$ cat config.mk
export PLATFORM = sky130hd
export DESIGN_NAME = toast_cycle_controller
export DESIGN_NICKNAME = d
export VERILOG_FILES = /design/src/tcc_pkg.sv /design/src/toast_cycle_controller.sv
export SDC_FILE = /design/constraint.sdc
export NUM_CORES = 1
export LEC_CHECK = 0
export BUFFER_PORTS_ARGS = -buffer_cell sky130_fd_sc_hd__buf_2
export CORE_ASPECT_RATIO = 1.1
export CORE_MARGIN = 2
export CORE_UTILIZATION = 55
export CTS_CLUSTER_SIZE = 24
export DETAILED_ROUTE_END_ITERATION = 8
export MAX_ROUTING_LAYER = met4
export PLACE_DENSITY = 0.74
export RECOVER_POWER = 50
export SLEW_MARGIN = 10
export SYNTH_ARGS = -nofsm -noshare
export SYNTH_HDL_FRONTEND = slang
export SYNTH_SLANG_ARGS = --single-unit
$ cat constraint.sdc
create_clock -name clk -period 8.6 [get_ports clk]
set_clock_uncertainty 0.1 [all_clocks]
set_input_delay 1.72 -clock clk [delete_from_list [all_inputs] [get_ports clk]]
set_output_delay 1.72 -clock clk [all_outputs]
set_load 0.01 [all_outputs]
$ cat src/tcc_pkg.sv
package tcc_pkg;

  // Register file and field widths
  localparam int NUM_LEVELS = 5;
  localparam int TIME_W     = 14;
  localparam int ADDR_W     = 5;
  localparam int DATA_W     = 32;
  localparam int MSG_W      = 4;
  localparam int SEG_W      = 32;

  // Register indexes
  localparam logic [2:0] REG_LEVEL_ONE   = 3'd0;
  localparam logic [2:0] REG_LEVEL_TWO   = 3'd1;
  localparam logic [2:0] REG_LEVEL_THREE = 3'd2;
  localparam logic [2:0] REG_LEVEL_FOUR  = 3'd3;
  localparam logic [2:0] REG_LEVEL_FIVE  = 3'd4;

  // Reset values of the level times
  localparam logic [TIME_W-1:0] LEVEL_TIME_RST [NUM_LEVELS] = '{
    14'd12, 14'd25, 14'd40, 14'd60, 14'd70
  };

  // Event kinds
  localparam logic [1:0] CMD_TICK   = 2'd0;
  localparam logic [1:0] CMD_SWITCH = 2'd1;
  localparam logic [1:0] CMD_KEY    = 2'd2;

  // Keys
  localparam logic [1:0] KEY_START = 2'd0;
  localparam logic [1:0] KEY_STOP  = 2'd1;
  localparam logic [1:0] KEY_PAUSE = 2'd2;

  // First level that runs without a timer
  localparam logic [2:0] LEVEL_CONT = 3'd6;

  // Status messages
  localparam logic [MSG_W-1:0] MSG_IDLE     = 4'd0;
  localparam logic [MSG_W-1:0] MSG_TOASTING = 4'd1;
  localparam logic [MSG_W-1:0] MSG_STOPPED  = 4'd2;
  localparam logic [MSG_W-1:0] MSG_PAUSED   = 4'd3;
  localparam logic [MSG_W-1:0] MSG_BURNT    = 4'd4;
  localparam logic [MSG_W-1:0] MSG_OVERHEAT = 4'd5;
  localparam logic [MSG_W-1:0] MSG_ERROR    = 4'd6;
  localparam logic [MSG_W-1:0] MSG_NOBREAD  = 4'd7;
  localparam logic [MSG_W-1:0] MSG_FINISHED = 4'd8;

  // Reciprocal of ten, exact for values below 2^14
  localparam logic [15:0] DIV10_MUL   = 16'd52429;
  localparam int          DIV10_SHIFT = 19;

  // Result of one event, before display conversion
  typedef struct packed {
    logic              heater;
    logic              eject;
    logic              run;
    logic              toast;
    logic [MSG_W-1:0]  message;
    logic [TIME_W-1:0] remaining;
  } res_t;

  // Quotient by ten
  function automatic logic [10:0] div10(input logic [TIME_W-1:0] v);
    logic [29:0] p;
    p = 30'(v) * 30'(DIV10_MUL);
    return p[DIV10_SHIFT +: 11];
  endfunction

  // Remainder by ten, given the quotient
  function automatic logic [3:0] rem10(input logic [TIME_W-1:0] v, input logic [10:0] q);
    logic [TIME_W-1:0] r;
    r = v - (TIME_W'(q) << 3) - (TIME_W'(q) << 1);
    return r[3:0];
  endfunction

  // Seven-segment pattern of one decimal digit
  function automatic logic [7:0] seg7(input logic [3:0] d);
    logic [7:0] s;
    case (d)
      4'd0:    s = 8'h3F;
      4'd1:    s = 8'h06;
      4'd2:    s = 8'h5B;
      4'd3:    s = 8'h4F;
      4'd4:    s = 8'h66;
      4'd5:    s = 8'h6D;
      4'd6:    s = 8'h7D;
      4'd7:    s = 8'h07;
      4'd8:    s = 8'h7F;
      4'd9:    s = 8'h67;
      default: s = 8'h00;
    endcase
    return s;
  endfunction

endpackage

$ cat src/toast_cycle_controller.sv
// Toaster cycle controller. Each input beat is one event (one-second tick,
// switch update or key press); each produces exactly one result beat with
// heater/eject drives, run/toast flags, message code, remaining seconds and
// four seven-segment digits. The cycle state is updated at the edge the event
// is accepted, so a new event can be taken every clock unless the result
// channel stalls. The decimal split of the remaining count goes
// through three register stages, one divide-by-ten per stage, the last of them
// being the output register. Level times live in five APB registers at byte
// addresses 0x0..0x10; write them only while no beat is in flight.
module toast_cycle_controller (
  input  logic                              clk,
  input  logic                              rst,
  // APB configuration port
  input  logic                              psel,
  input  logic                              penable,
  input  logic                              pwrite,
  input  logic [tcc_pkg::ADDR_W-1:0]        paddr,
  input  logic [tcc_pkg::DATA_W-1:0]        pwdata,
  output logic [tcc_pkg::DATA_W-1:0]        prdata,
  output logic                              pready,
  // event channel
  input  logic                              in_valid,
  output logic                              in_ready,
  input  logic [1:0]                        command,
  input  logic [2:0]                        level,
  input  logic                              bread_present,
  input  logic                              fault_error,
  input  logic                              overheat,
  input  logic                              burnt,
  input  logic [1:0]                        key,
  // result channel
  output logic                              out_valid,
  input  logic                              out_ready,
  output logic                              heater_on,
  output logic                              eject_on,
  output logic                              running,
  output logic                              toasting,
  output logic [tcc_pkg::MSG_W-1:0]         message,
  output logic [tcc_pkg::TIME_W-1:0]        remaining,
  output logic [tcc_pkg::SEG_W-1:0]         segments
);
  import tcc_pkg::*;

  // configuration registers
  logic [TIME_W-1:0] level_time [NUM_LEVELS];

  // cycle state
  logic              run_flag, stop_flag, toast_flag, resume_flag;
  logic [TIME_W-1:0] count_left, cycle_time;
  logic [2:0]        level_held;
  logic [3:0]        sensors_held;
  logic              heater_reg, eject_reg;
  logic [MSG_W-1:0]  message_reg;

  logic              run_flag_next, stop_flag_next, toast_flag_next, resume_flag_next;
  logic [TIME_W-1:0] count_left_next, cycle_time_next;
  logic [2:0]        level_held_next;
  logic [3:0]        sensors_held_next;
  logic              heater_reg_next, eject_reg_next;
  logic [MSG_W-1:0]  message_reg_next;
  logic              cont_next;

  // pipeline
  logic        v1, v2, v3;
  logic        rdy1, rdy2, rdy3, out_free;
  logic        accept;
  res_t        s1_res, s2_res, s3_res;
  logic [10:0] s2_q;
  logic [7:0]  s3_q;
  logic [3:0]  s2_d0, s3_d0, s3_d1;
  logic [10:0] q1, q2, q3;
  logic [3:0]  d3;
  logic        cfg_wr;
  logic [2:0]  cfg_idx;

  // APB access
  assign pready  = 1'b1;
  assign cfg_idx = paddr[4:2];
  assign cfg_wr  = psel & penable & pwrite;

  always_ff @(posedge clk) begin
    if (rst) begin
      for (int i = 0; i < NUM_LEVELS; i++) level_time[i] <= LEVEL_TIME_RST[i];
    end else if (cfg_wr) begin
      unique case (cfg_idx)
        REG_LEVEL_ONE:   level_time[0] <= pwdata[TIME_W-1:0];
        REG_LEVEL_TWO:   level_time[1] <= pwdata[TIME_W-1:0];
        REG_LEVEL_THREE: level_time[2] <= pwdata[TIME_W-1:0];
        REG_LEVEL_FOUR:  level_time[3] <= pwdata[TIME_W-1:0];
        REG_LEVEL_FIVE:  level_time[4] <= pwdata[TIME_W-1:0];
        default: ;
      endcase
    end
  end

  always_comb begin
    unique case (cfg_idx)
      REG_LEVEL_ONE:   prdata = DATA_W'(level_time[0]);
      REG_LEVEL_TWO:   prdata = DATA_W'(level_time[1]);
      REG_LEVEL_THREE: prdata = DATA_W'(level_time[2]);
      REG_LEVEL_FOUR:  prdata = DATA_W'(level_time[3]);
      REG_LEVEL_FIVE:  prdata = DATA_W'(level_time[4]);
      default:         prdata = '0;
    endcase
  end

  // handshake: each stage moves when the one after it has room
  assign out_free = ~out_valid | out_ready;
  assign rdy3     = ~v3 | out_free;
  assign rdy2     = ~v2 | rdy3;
  assign rdy1     = ~v1 | rdy2;
  assign in_ready = rdy1;
  assign accept   = in_valid & in_ready;

  // event handling and sensor check
  always_comb begin
    run_flag_next     = run_flag;
    stop_flag_next    = stop_flag;
    toast_flag_next   = toast_flag;
    resume_flag_next  = resume_flag;
    count_left_next   = count_left;
    cycle_time_next   = cycle_time;
    level_held_next   = level_held;
    sensors_held_next = sensors_held;
    heater_reg_next   = heater_reg;
    eject_reg_next    = eject_reg;
    message_reg_next  = message_reg;

    unique case (command)
      CMD_TICK: begin
        if (toast_flag && level_held < LEVEL_CONT && count_left != '0)
          count_left_next = count_left - 1'b1;
      end
      CMD_SWITCH: begin
        sensors_held_next = {burnt, overheat, fault_error, bread_present};
        if (level != level_held) begin
          level_held_next = level;
          case (level)
            3'd1:    cycle_time_next = level_time[0];
            3'd2:    cycle_time_next = level_time[1];
            3'd3:    cycle_time_next = level_time[2];
            3'd4:    cycle_time_next = level_time[3];
            3'd5:    cycle_time_next = level_time[4];
            default: cycle_time_next = '0;
          endcase
        end
      end
      CMD_KEY: begin
        unique case (key)
          KEY_START: begin
            if (sensors_held[0] && !sensors_held[1] && !sensors_held[2] &&
                level_held != 3'd0) begin
              run_flag_next    = 1'b1;
              stop_flag_next   = 1'b0;
              toast_flag_next  = 1'b1;
              count_left_next  = (level_held >= LEVEL_CONT) ? '0 : cycle_time;
              heater_reg_next  = 1'b1;
              eject_reg_next   = 1'b0;
              message_reg_next = MSG_TOASTING;
            end
          end
          KEY_STOP: begin
            run_flag_next    = 1'b0;
            stop_flag_next   = 1'b1;
            toast_flag_next  = 1'b0;
            heater_reg_next  = 1'b0;
            count_left_next  = '0;
            eject_reg_next   = 1'b1;
            message_reg_next = MSG_STOPPED;
          end
          KEY_PAUSE: begin
            run_flag_next  = 1'b1;
            stop_flag_next = 1'b0;
            if (toast_flag) begin
              toast_flag_next  = 1'b0;
              resume_flag_next = 1'b0;
              heater_reg_next  = 1'b0;
              message_reg_next = MSG_PAUSED;
            end else begin
              toast_flag_next  = 1'b1;
              resume_flag_next = 1'b1;
              heater_reg_next  = 1'b1;
              message_reg_next = MSG_TOASTING;
            end
          end
          default: ;
        endcase
      end
      default: ;
    endcase

    // sensor faults end a cycle; a timed cycle at zero finishes
    cont_next = (level_held_next >= LEVEL_CONT);
    if (run_flag_next) begin
      if (!sensors_held_next[0] || sensors_held_next[3:1] != 3'b000) begin
        run_flag_next   = 1'b0;
        stop_flag_next  = 1'b1;
        toast_flag_next = 1'b0;
        heater_reg_next = 1'b0;
        eject_reg_next  = 1'b1;
        if (sensors_held_next[3])      message_reg_next = MSG_BURNT;
        else if (sensors_held_next[2]) message_reg_next = MSG_OVERHEAT;
        else if (sensors_held_next[1]) message_reg_next = MSG_ERROR;
        else                           message_reg_next = MSG_NOBREAD;
      end else if (count_left_next == '0 && !cont_next) begin
        run_flag_next    = 1'b0;
        stop_flag_next   = 1'b1;
        toast_flag_next  = 1'b0;
        heater_reg_next  = 1'b0;
        message_reg_next = MSG_FINISHED;
      end
    end
  end

  // state registers, updated per accepted beat
  always_ff @(posedge clk) begin
    if (rst) begin
      run_flag     <= 1'b0;
      stop_flag    <= 1'b1;
      toast_flag   <= 1'b0;
      resume_flag  <= 1'b0;
      count_left   <= '0;
      cycle_time   <= '0;
      level_held   <= '0;
      sensors_held <= '0;
      heater_reg   <= 1'b0;
      eject_reg    <= 1'b0;
      message_reg  <= MSG_IDLE;
    end else if (accept) begin
      run_flag     <= run_flag_next;
      stop_flag    <= stop_flag_next;
      toast_flag   <= toast_flag_next;
      resume_flag  <= resume_flag_next;
      count_left   <= count_left_next;
      cycle_time   <= cycle_time_next;
      level_held   <= level_held_next;
      sensors_held <= sensors_held_next;
      heater_reg   <= heater_reg_next;
      eject_reg    <= eject_reg_next;
      message_reg  <= message_reg_next;
    end
  end

  // valid bits
  always_ff @(posedge clk) begin
    if (rst) begin
      v1        <= 1'b0;
      v2        <= 1'b0;
      v3        <= 1'b0;
      out_valid <= 1'b0;
    end else begin
      if (rdy1)     v1        <= in_valid;
      if (rdy2)     v2        <= v1;
      if (rdy3)     v3        <= v2;
      if (out_free) out_valid <= v3;
    end
  end

  // decimal split, one digit per stage
  assign q1 = div10(s1_res.remaining);
  assign q2 = div10(TIME_W'(s2_q));
  assign q3 = div10(TIME_W'(s3_q));
  assign d3 = (q3[4:0] >= 5'd10) ? 4'(q3[4:0] - 5'd10) : q3[3:0];

  // stage payloads
  always_ff @(posedge clk) begin
    if (accept) begin
      s1_res.heater    <= heater_reg_next;
      s1_res.eject     <= eject_reg_next;
      s1_res.run       <= run_flag_next;
      s1_res.toast     <= toast_flag_next;
      s1_res.message   <= message_reg_next;
      s1_res.remaining <= count_left_next;
    end
    if (rdy2 && v1) begin
      s2_res <= s1_res;
      s2_q   <= q1;
      s2_d0  <= rem10(s1_res.remaining, q1);
    end
    if (rdy3 && v2) begin
      s3_res <= s2_res;
      s3_q   <= q2[7:0];
      s3_d0  <= s2_d0;
      s3_d1  <= rem10(TIME_W'(s2_q), q2);
    end
    if (out_free && v3) begin
      heater_on <= s3_res.heater;
      eject_on  <= s3_res.eject;
      running   <= s3_res.run;
      toasting  <= s3_res.toast;
      message   <= s3_res.message;
      remaining <= s3_res.remaining;
      segments  <= {seg7(d3), seg7(rem10(TIME_W'(s3_q), q3)), seg7(s3_d1), seg7(s3_d0)};
    end
  end

endmodule

; ---- Word level (Yosys, flattened, before mapping)
; Memory sizes are Yosys's and may differ from the RTL's. A register that Yosys moved wholly into a read port is not among the register bits.
; Cells that the tools add are included.
; W data, S select, Z words.
[word_totals]
input_bits = 55
mem_bits_rw = 70
output_inout_bits = 89
wordCells = 187
romBits = 448
latch_bits = 0
reg_bits = 198
n_memories = 5
[memory_table]
columns = name, depth, width, read_ports, rd_ports_with_merged_regs, wr, line_no
row1 = (name not given), 16, 7, 1, 1, 0, tcc_pkg.sv:78  ; case (d)
row2 = (name not given), 16, 7, 1, 1, 0, tcc_pkg.sv:78
row3 = (name not given), 16, 7, 1, 1, 0, tcc_pkg.sv:78
row4 = (name not given), 16, 7, 1, 1, 0, tcc_pkg.sv:78
row5 = level_time, 5, 14, 5, 0, 5, toast_cycle_controller.sv:45  ; logic [TIME_W-1:0] level_time [NUM_LEVELS];
[op_classes]
n_reduce_logical = 22
n_bitwise = 16
mux = 72
n_lt_le_gt_ge = 4
add_sub_neg = 8
div_mod_pow = 0
shift = 0
multipliers = 3
n_eq_ne = 14
[op_table]
columns = op, count
row1 = $pmux W14 S5, 2
row2 = $mux W14, 8
row3 = $pmux W14 S2, 2
row4 = $mux W1, 43
row5 = $mul A14 B16 Y30 const B, 1
row6 = $mux W4, 7
row7 = $mul A11 B16 Y27 const B, 1
row8 = $mul A8 B16 Y24 const B, 1
row9 = $sub A4 B4 Y4, 6
row10 = $logic_not A14 Y1, 1
row11 = $reduce_bool A14 Y1, 1
row12 = $sub A14 B1 Y14 const B, 1
row13 = $eq A3 B2 Y1 const B, 4
row14 = $pmux W4 S3, 1
row15 = $eq A3 B3 Y1 const B, 3
row16 = $logic_and A1 B1 Y1, 9
row17 = $or A1 B1 Y1, 9
row18 = $pmux W1 S3, 3
row19 = $eq A3 B1 Y1 const B, 2
row20 = $ge A3 B3 Y1 const B, 2
row21 = $mux W2, 3
row22 = $mux W3, 2
row23 = $reduce_bool A3 Y1, 2
row24 = $ge A5 B4 Y1 const B, 1
row25 = other kinds (13), 24

; ---- Logic depth before layout (Yosys ltp)
; Gate-level depths: netlist of run 1.
[logic_depth]
depth_word = 12
depth_mapped = 26

; ---- Least setup slack after synthesis of run 1
; OpenSTA, ideal clock, no wires.
[synth_path]
kind = reg2reg
from = register s3_q[3]
to = register segments[27] (netlist name) (data pin)
path_slack_ns = 2.569
stages_incl_launch_ff = 24
path_buffers = 1
arrival_time_ns = 5.677
path_cell_list = edfxtp_1 -> ha_1 -> ha_1 -> or2_2 -> inv_1 -> fa_1 -> fa_1 -> inv_1 -> ha_1 -> a21oi_1 -> o21ai_0 -> a211oi_1 -> a32oi_1 -> xor2_1 -> inv_2 -> ha_1 -> buf_1 -> or4b_1 -> a31oi_1 -> a31oi_1 -> inv_1 -> ha_1 -> nor3b_1 -> a21o_1
[synth_between]
elab_chain_cells = 3
word_cells_on_any_way = 4
classes_between = add/sub: 1 / mul: 1 / order compare: 1 / mux: 1
[synth_rtl]
columns = item, line_no
row1 = "start, declared", toast_cycle_controller.sv:69  ; logic [7:0] s3_q;
row2 = "start signal, assigned", toast_cycle_controller.sv:282  ; s3_q <= q2[7:0];
row3 = $mul A8 B16 Y24 *, tcc_pkg.sv:64  ; p = 30'(v) * 30'(DIV10_MUL);
row4 = $sub A4 B4 Y4 / $ge A5 B4 Y1 (equally long branches), toast_cycle_controller.sv:263  ; assign d3 = (q3[4:0] >= 5'd10) ? 4'(q3[4:0] - 5'd10) : q3[3:0];
row5 = $mux W4 *, toast_cycle_controller.sv:263
row6 = "end, declared", toast_cycle_controller.sv:40  ; output logic [tcc_pkg::SEG_W-1:0] segments
; Every way passes the cells marked *; elsewhere a longest branch is shown, timed or not.
; A chain may end at the register's enable or synchronous reset.

; ---- Final worst setup path of run 1
[layout_path]
from = register s3_q[3]
to = register segments[24] (netlist name) (data pin)
; Same word-level chain as after synthesis.

==> flow_metrics.tcl, run 1 <==
set metrics [dict create \
    gp_congestion 0.923 \
    numCtsBuffers 29 \
    drt-wirelength-per-cell_um 17.3 \
    crit_arrival_ps 7250 \
    area_growth_pct 9.50 \
    largest_register "level_time" \
    grt_overflow 0 \
    cp-start-kind "register" \
    ys_warn_count 0 \
    finalSetupViolations 0 \
    worstPathCellList "ha_1 > ha_1 > or2_2 > inv_1 > fa_1 > fa_1 > inv_1 > ha_1 > a21oi_1 > o21ai_0 > a211oi_1 > a32oi_1 > xor2_1 > inv_2 > ha_1 > or4b_1 > and4_1 > a211oi_2 > nand2_1 > o22ai_1" \
    crit_path_top_delay_cell "fa_1" \
    antennaDiodeCount 0 \
    clkSinkCount 264 \
    timing.final.crit_share_pct 80.5 \
    status "complete, but fails checks" \
    tritoncts "built" \
    clock_path_buffers 3 \
    seq_area_frac_synth_pct 38.8 \
    synth_area_um2 19200 \
    maxCapViolCount 4 \
    syn_area_per_cell_um2 11.0 \
    grt_pass1_wl_mm 65.0 \
    dominantRegCellSynth "edfxtp_1" \
    synthCells 1750 \
    grt_use_total_pct 22.8 \
    dieWidth_um 182 \
    remaining_drc_errors 0 \
    end_kind "register" \
    drt_iter0_drc 731 \
    fin_setup_tns_ps 0 \
    crit_family "adder cells" \
    layout.nets 2255 \
    antenna_found_initial 0 \
    core.rowCount 71 \
    grt_pass1_vias 13300 \
    final_common_cell "inv_1" \
    hold_viol_final 0 \
    synth_edf_count 217 \
    clkTransAtPathRegs_ps 60 \
    vias_per_cell 5.72 \
    largest_register_ffs 70 \
    max_stage_delay_ps 730 \
    postRouteAntennaNets 0 \
    cp.required_ps 8920 \
    ys_async_sr_fraction_pct 0 \
    layout_common_cells "inv_1, ha_1, edfxtp_1" \
    fp.dieH_um 200 \
    dpl.hpwl_mm 30.0 \
    relSlewSlack_pct -114 \
    rsz0062_at_grt "no" \
    die-area_um2 36400 \
    holdWs_ps 313 \
    htree_levels 1 \
    drv_slew 176 \
    synth-seq-cells 264 \
    tightest_slew_ps 3210 \
    reg_top3 "level_time: 70 flops, segments: 28 flops" \
    holdBufCountCts 0 \
    start_util_pct 56.0 \
    clock_latency_ps 580 \
    synthDistinctLibCells 92 \
    layout-drive-gt1-share_pct 7.73 \
    path_max_fanout 12 \
    min_period_ps 6930 \
    hold_path.class "register to register" \
    dr.pass1.iters 5 \
    crit_buf_inv 3 \
    post_cts_resized 0 \
    critPathMostFrequentCell "ha_1" \
    violations "max-capacitance violations, max-slew violations" \
    setup.worst_path.class "register to register" \
    grt_max_degree 59 \
    post-cts-setup-buffers 0 \
    vias 13200 \
    portBuffers 100 \
    ios 144 \
    routed_wl_mm 39.7 \
    core_um2 34300 \
    timing.fmax_mhz 144 \
    root_buffer "clkbuf_16" \
]
-- Yosys cell counts (16+ instances only) --
cell	number	share of area, %
a221oi_1	18	0.82
a22oi_1	29	1.1
buf_4	24	0.94
a211oi_1	27	1.1
and2_1	22	0.72
a21oi_1	91	2.4
edfxtp_1	217	34
a21o_1	17	0.66
fa_1	106	11
clkbuf_1	41	0.80
dfxtp_1	47	4.9
xnor2_1	30	1.4
o21ai_0	29	0.76
inv_1	256	5.0
o22ai_1	28	0.91
ha_1	254	17
nand2_1	57	1.1
nor3_1	24	0.63
mux2i_1	32	1.7
nor2_1	126	2.5
nand3_1	16	0.42
xor2_1	17	0.78
-- stage by stage --
step | std cells | cell area (um2) | utilization (%) | setup slack, ps
6_report | 2301 | 21000 | 61.3 | 1670
5_1_grt | 2301 | 21000 | 61.3 | 1310
4_1_cts | 2301 | 21100 | 61.6 | 1740
3_5_place_dp | 2247 | 20100 | 58.6 | 1770
3_3_place_gp | 2247 | 20100 | 58.6 | 1950
2_1_floorplan | 1771 | 19300 | - | 2570
-- cell families (layout without fill, tap and decap cells) --
kind of cell / after synthesis / count (layout) / synth area share (%)
buffers and inverters: 334 / 426 / 7.07
adder cells (fa/ha/maj): 360 / 360 / 27.6
XOR/XNOR: 48 / 48 / 2.23
other: 2 / 23 / 0.0391
flip-flops: 264 / 264 / 38.8
multiplexers: 35 / 35 / 1.86
AND/OR/NAND/NOR: 342 / 342 / 9.12
AO/OA/AOI/OAI: 365 / 365 / 13.2
-- layout make-up --
cell class / instances / area, um2
Clock buffer: 36 / 762
Clock inverter: 18 / 241
Fill cell: 2753 / 13300
Inverter: 260 / 976
Multi-Input combinational cell: 1173 / 10500
Sequential cell: 264 / 7460
Tap cell: 438 / 548
Timing Repair Buffer: 112 / 517
-- path summary, 6_finish.rpt --
path              slack (ps)           startpoint  cells after the start                     end
setup / recovery        1670    s3_q[3]$_DFFE_PP_                     20  segments[24]$_DFFE_PP_
setup reg to reg        1670    s3_q[3]$_DFFE_PP_                     20  segments[24]$_DFFE_PP_
hold reg to reg          310  s3_res[6]$_DFFE_PP_                      0  remaining[6]$_DFFE_PP_
hold / removal           310  s3_res[6]$_DFFE_PP_                      0  remaining[6]$_DFFE_PP_
-- worst reg2reg max path, delay by kind of cell (launching register included) --
kind | cells | cell delay (ps)
buf+inv | 3 | 310
flops | 1 | 500
compound gates | 6 | 1530
fa+ha+maj | 6 | 2390
xor+xnor | 1 | 530
simple gates | 4 | 1420
-- metal layers --
layer  track usage, %  routed length [um]  vias up  part of all wire, %
li1                 -                   -     6392                    -
met1             26.4               16600     6371                   42
met2             41.6               20400      321                   51
met3             2.63                1650       86                  4.1
met4             7.68                1100        0                  2.8
met5                -                   0        -                    0
Power of run 1 is not shown: default switching activity piles up to over one toggle a cycle in this logic, so the estimate is an artifact.
==> inputs of run 2 (changes only) <==
==> constraint.sdc (replaced) <==
create_clock -name clk -period 6.6 [get_ports clk]
set_clock_uncertainty 0.1 [all_clocks]
set_input_delay 1.32 -clock clk [delete_from_list [all_inputs] [get_ports clk]]
set_output_delay 1.32 -clock clk [all_outputs]
set_load 0.01 [all_outputs]
==> flow_metrics.tcl, run 2 (synthesis gave the netlist of run 1 again) <==
set metrics [dict create \
    instances_no_fill 2326 \
    timing.final.crit_share_pct 94.8 \
    final.setup.worst_slack_ps 342 \
    fp.dieH_um 200 \
    htree_levels 1 \
    portBuffers 100 \
    die-area_um2 36400 \
    min_period_ps 6260 \
    clock_path_buffers 3 \
    setup.worst_path.class "register to register" \
    place_inst 2258 \
    root_buffer "clkbuf_16" \
    vias 13300 \
    dpl.hpwl_mm 30.4 \
    violations "max-capacitance violations, max-slew violations" \
    dieWidth_um 182 \
    layout_common_cells "inv_1, ha_1, edfxtp_1" \
    postRouteAntennaNets 0 \
    dr.pass1.iters 6 \
    endpoint "segments[27]$_DFFE_PP_" \
    drt_iter0_drc 752 \
    grt_pass1_vias 13500 \
    status "complete, but fails checks" \
    layout.nets 2280 \
    reg2reg_to "segments[27]$_DFFE_PP_" \
    clock_latency_ps 590 \
    tightest_slew_ps 3230 \
    core.rowCount 71 \
    hold_path.class "register to register" \
    clkSinkCount 264 \
    core_um2 34300 \
    reg_top3 "level_time: 70 flops, segments: 28 flops" \
    area_growth_pct 10.0 \
    grt_use_total_pct 23.0 \
    cp.required_ps 6840 \
    largest_register "level_time" \
    finalSetupViolations 0 \
    maxCapViolCount 4 \
    crit_arrival_ps 6500 \
    path_max_fanout 7 \
    drv_slew 176 \
    rr_worst_depth 23 \
    fillCellCount 2735 \
    cp-start-kind "register" \
    drt-wirelength-per-cell_um 17.3 \
    final_common_cell "inv_1" \
    routed_wl_mm 40.2 \
    grt_overflow 0 \
    grt_pass1_wl_mm 65.7 \
    hold_viol_final 0 \
    largest_register_ffs 70 \
    startpoint "s3_q[6]$_DFFE_PP_" \
    start_util_pct 56.0 \
    timing.fmax_mhz 160 \
    numCtsBuffers 29 \
    clkTransAtPathRegs_ps 60 \
    ios 144 \
    layout-drive-gt1-share_pct 8.74 \
    end_kind "register" \
    vias_per_cell 5.72 \
    gp_congestion 0.923 \
    place_ws_ps 35.3 \
    r2r_setup_slack_ps 340 \
    antenna_found_initial 0 \
    antennaDiodeCount 0 \
    tritoncts "built" \
    grt_max_degree 59 \
    r2r-start "s3_q[6]$_DFFE_PP_" \
    remaining_drc_errors 0 \
    relSlewSlack_pct -116 \
]
## run 2: worst min-delay path by stage
stage                               from                     end  cells past startpoint
global route         s2_res[3]$_DFFE_PP_     s3_res[3]$_DFFE_PP_                      0
global placement     s2_res[1]$_DFFE_PP_     s3_res[1]$_DFFE_PP_                      0
floorplan           s3_res[20]$_DFFE_PP_      eject_on$_DFFE_PP_                      0
CTS                  s2_res[5]$_DFFE_PP_     s3_res[5]$_DFFE_PP_                      0
finish               s3_res[7]$_DFFE_PP_  remaining[7]$_DFFE_PP_                      0
detailed placement  s3_res[14]$_DFFE_PP_    message[0]$_DFFE_PP_                      0
## run 2: worst max-delay path, stage by stage (launching register included)
cell and delay (ps):
edfxtp_1 450, ha_1 370, inv_1 70, fa_1 500, inv_1 50, fa_1 490, inv_1 50, fa_1 500
inv_1 40, ha_1 350, a2111oi_2 60, a2111oi_2 350, o211ai_1 190, mux2i_1 220, and2_1 240, inv_1 70
ha_1 270, or4b_1 620, a31oi_1 200, a31oi_1 120, inv_1 180, ha_1 230, nor3b_1 130, a21o_1 180
## run 2: timing repair
action | 4_1_cts | 5_1_grt
endpoints found under the hold margin | 0 | 0
pin swaps | 0 | 7
setup endpoints to repair | 1 | 7
setup buffers | 0 | 14
gates resized for setup | 1 | 6
hold buffers | 0 | 0
## run 2: layout make-up
class | instances | area (um2) | share of cell area, %
inverter | 260 | 976 | 4.62
sequential | 264 | 7460 | 35.3
clock inverter | 22 | 196 | 0.930
multi-input combinational | 1173 | 10500 | 49.8
tap | 438 | 548 | 2.59
timing repair buffer | 137 | 679 | 3.22
clock buffer | 32 | 737 | 3.49
## run 2: metal layers
layer / vias to the layer above / wire [um] / global-route usage (%) / share of wire [%]
met5: - / 0 / - / 0
met4: 0 / 1440 / 9.26 / 3.6
met3: 115 / 2070 / 3.01 / 5.2
met2: 392 / 20600 / 41.3 / 51
met1: 6368 / 16100 / 26.3 / 40
li1: 6432 / - / - / -
## run 2: per-stage QoR
| step | instance area [um2] | setup TNS [ps] | util, % | hold WS [ps] |
|---|---|---|---|---|
| after global placement | 20200 | 0 | 58.9 | 303 |
| after detailed placement | 20200 | 0 | 58.9 | 305 |
| after global routing | 21100 | -24.1 | 61.6 | 322 |
| after CTS | 21100 | 0 | 61.6 | 315 |
| after floorplan | 19300 | 0 | - | 300 |
| final | 21100 | 0 | 61.6 | 312 |
Power of run 2 is left out for the same reason.
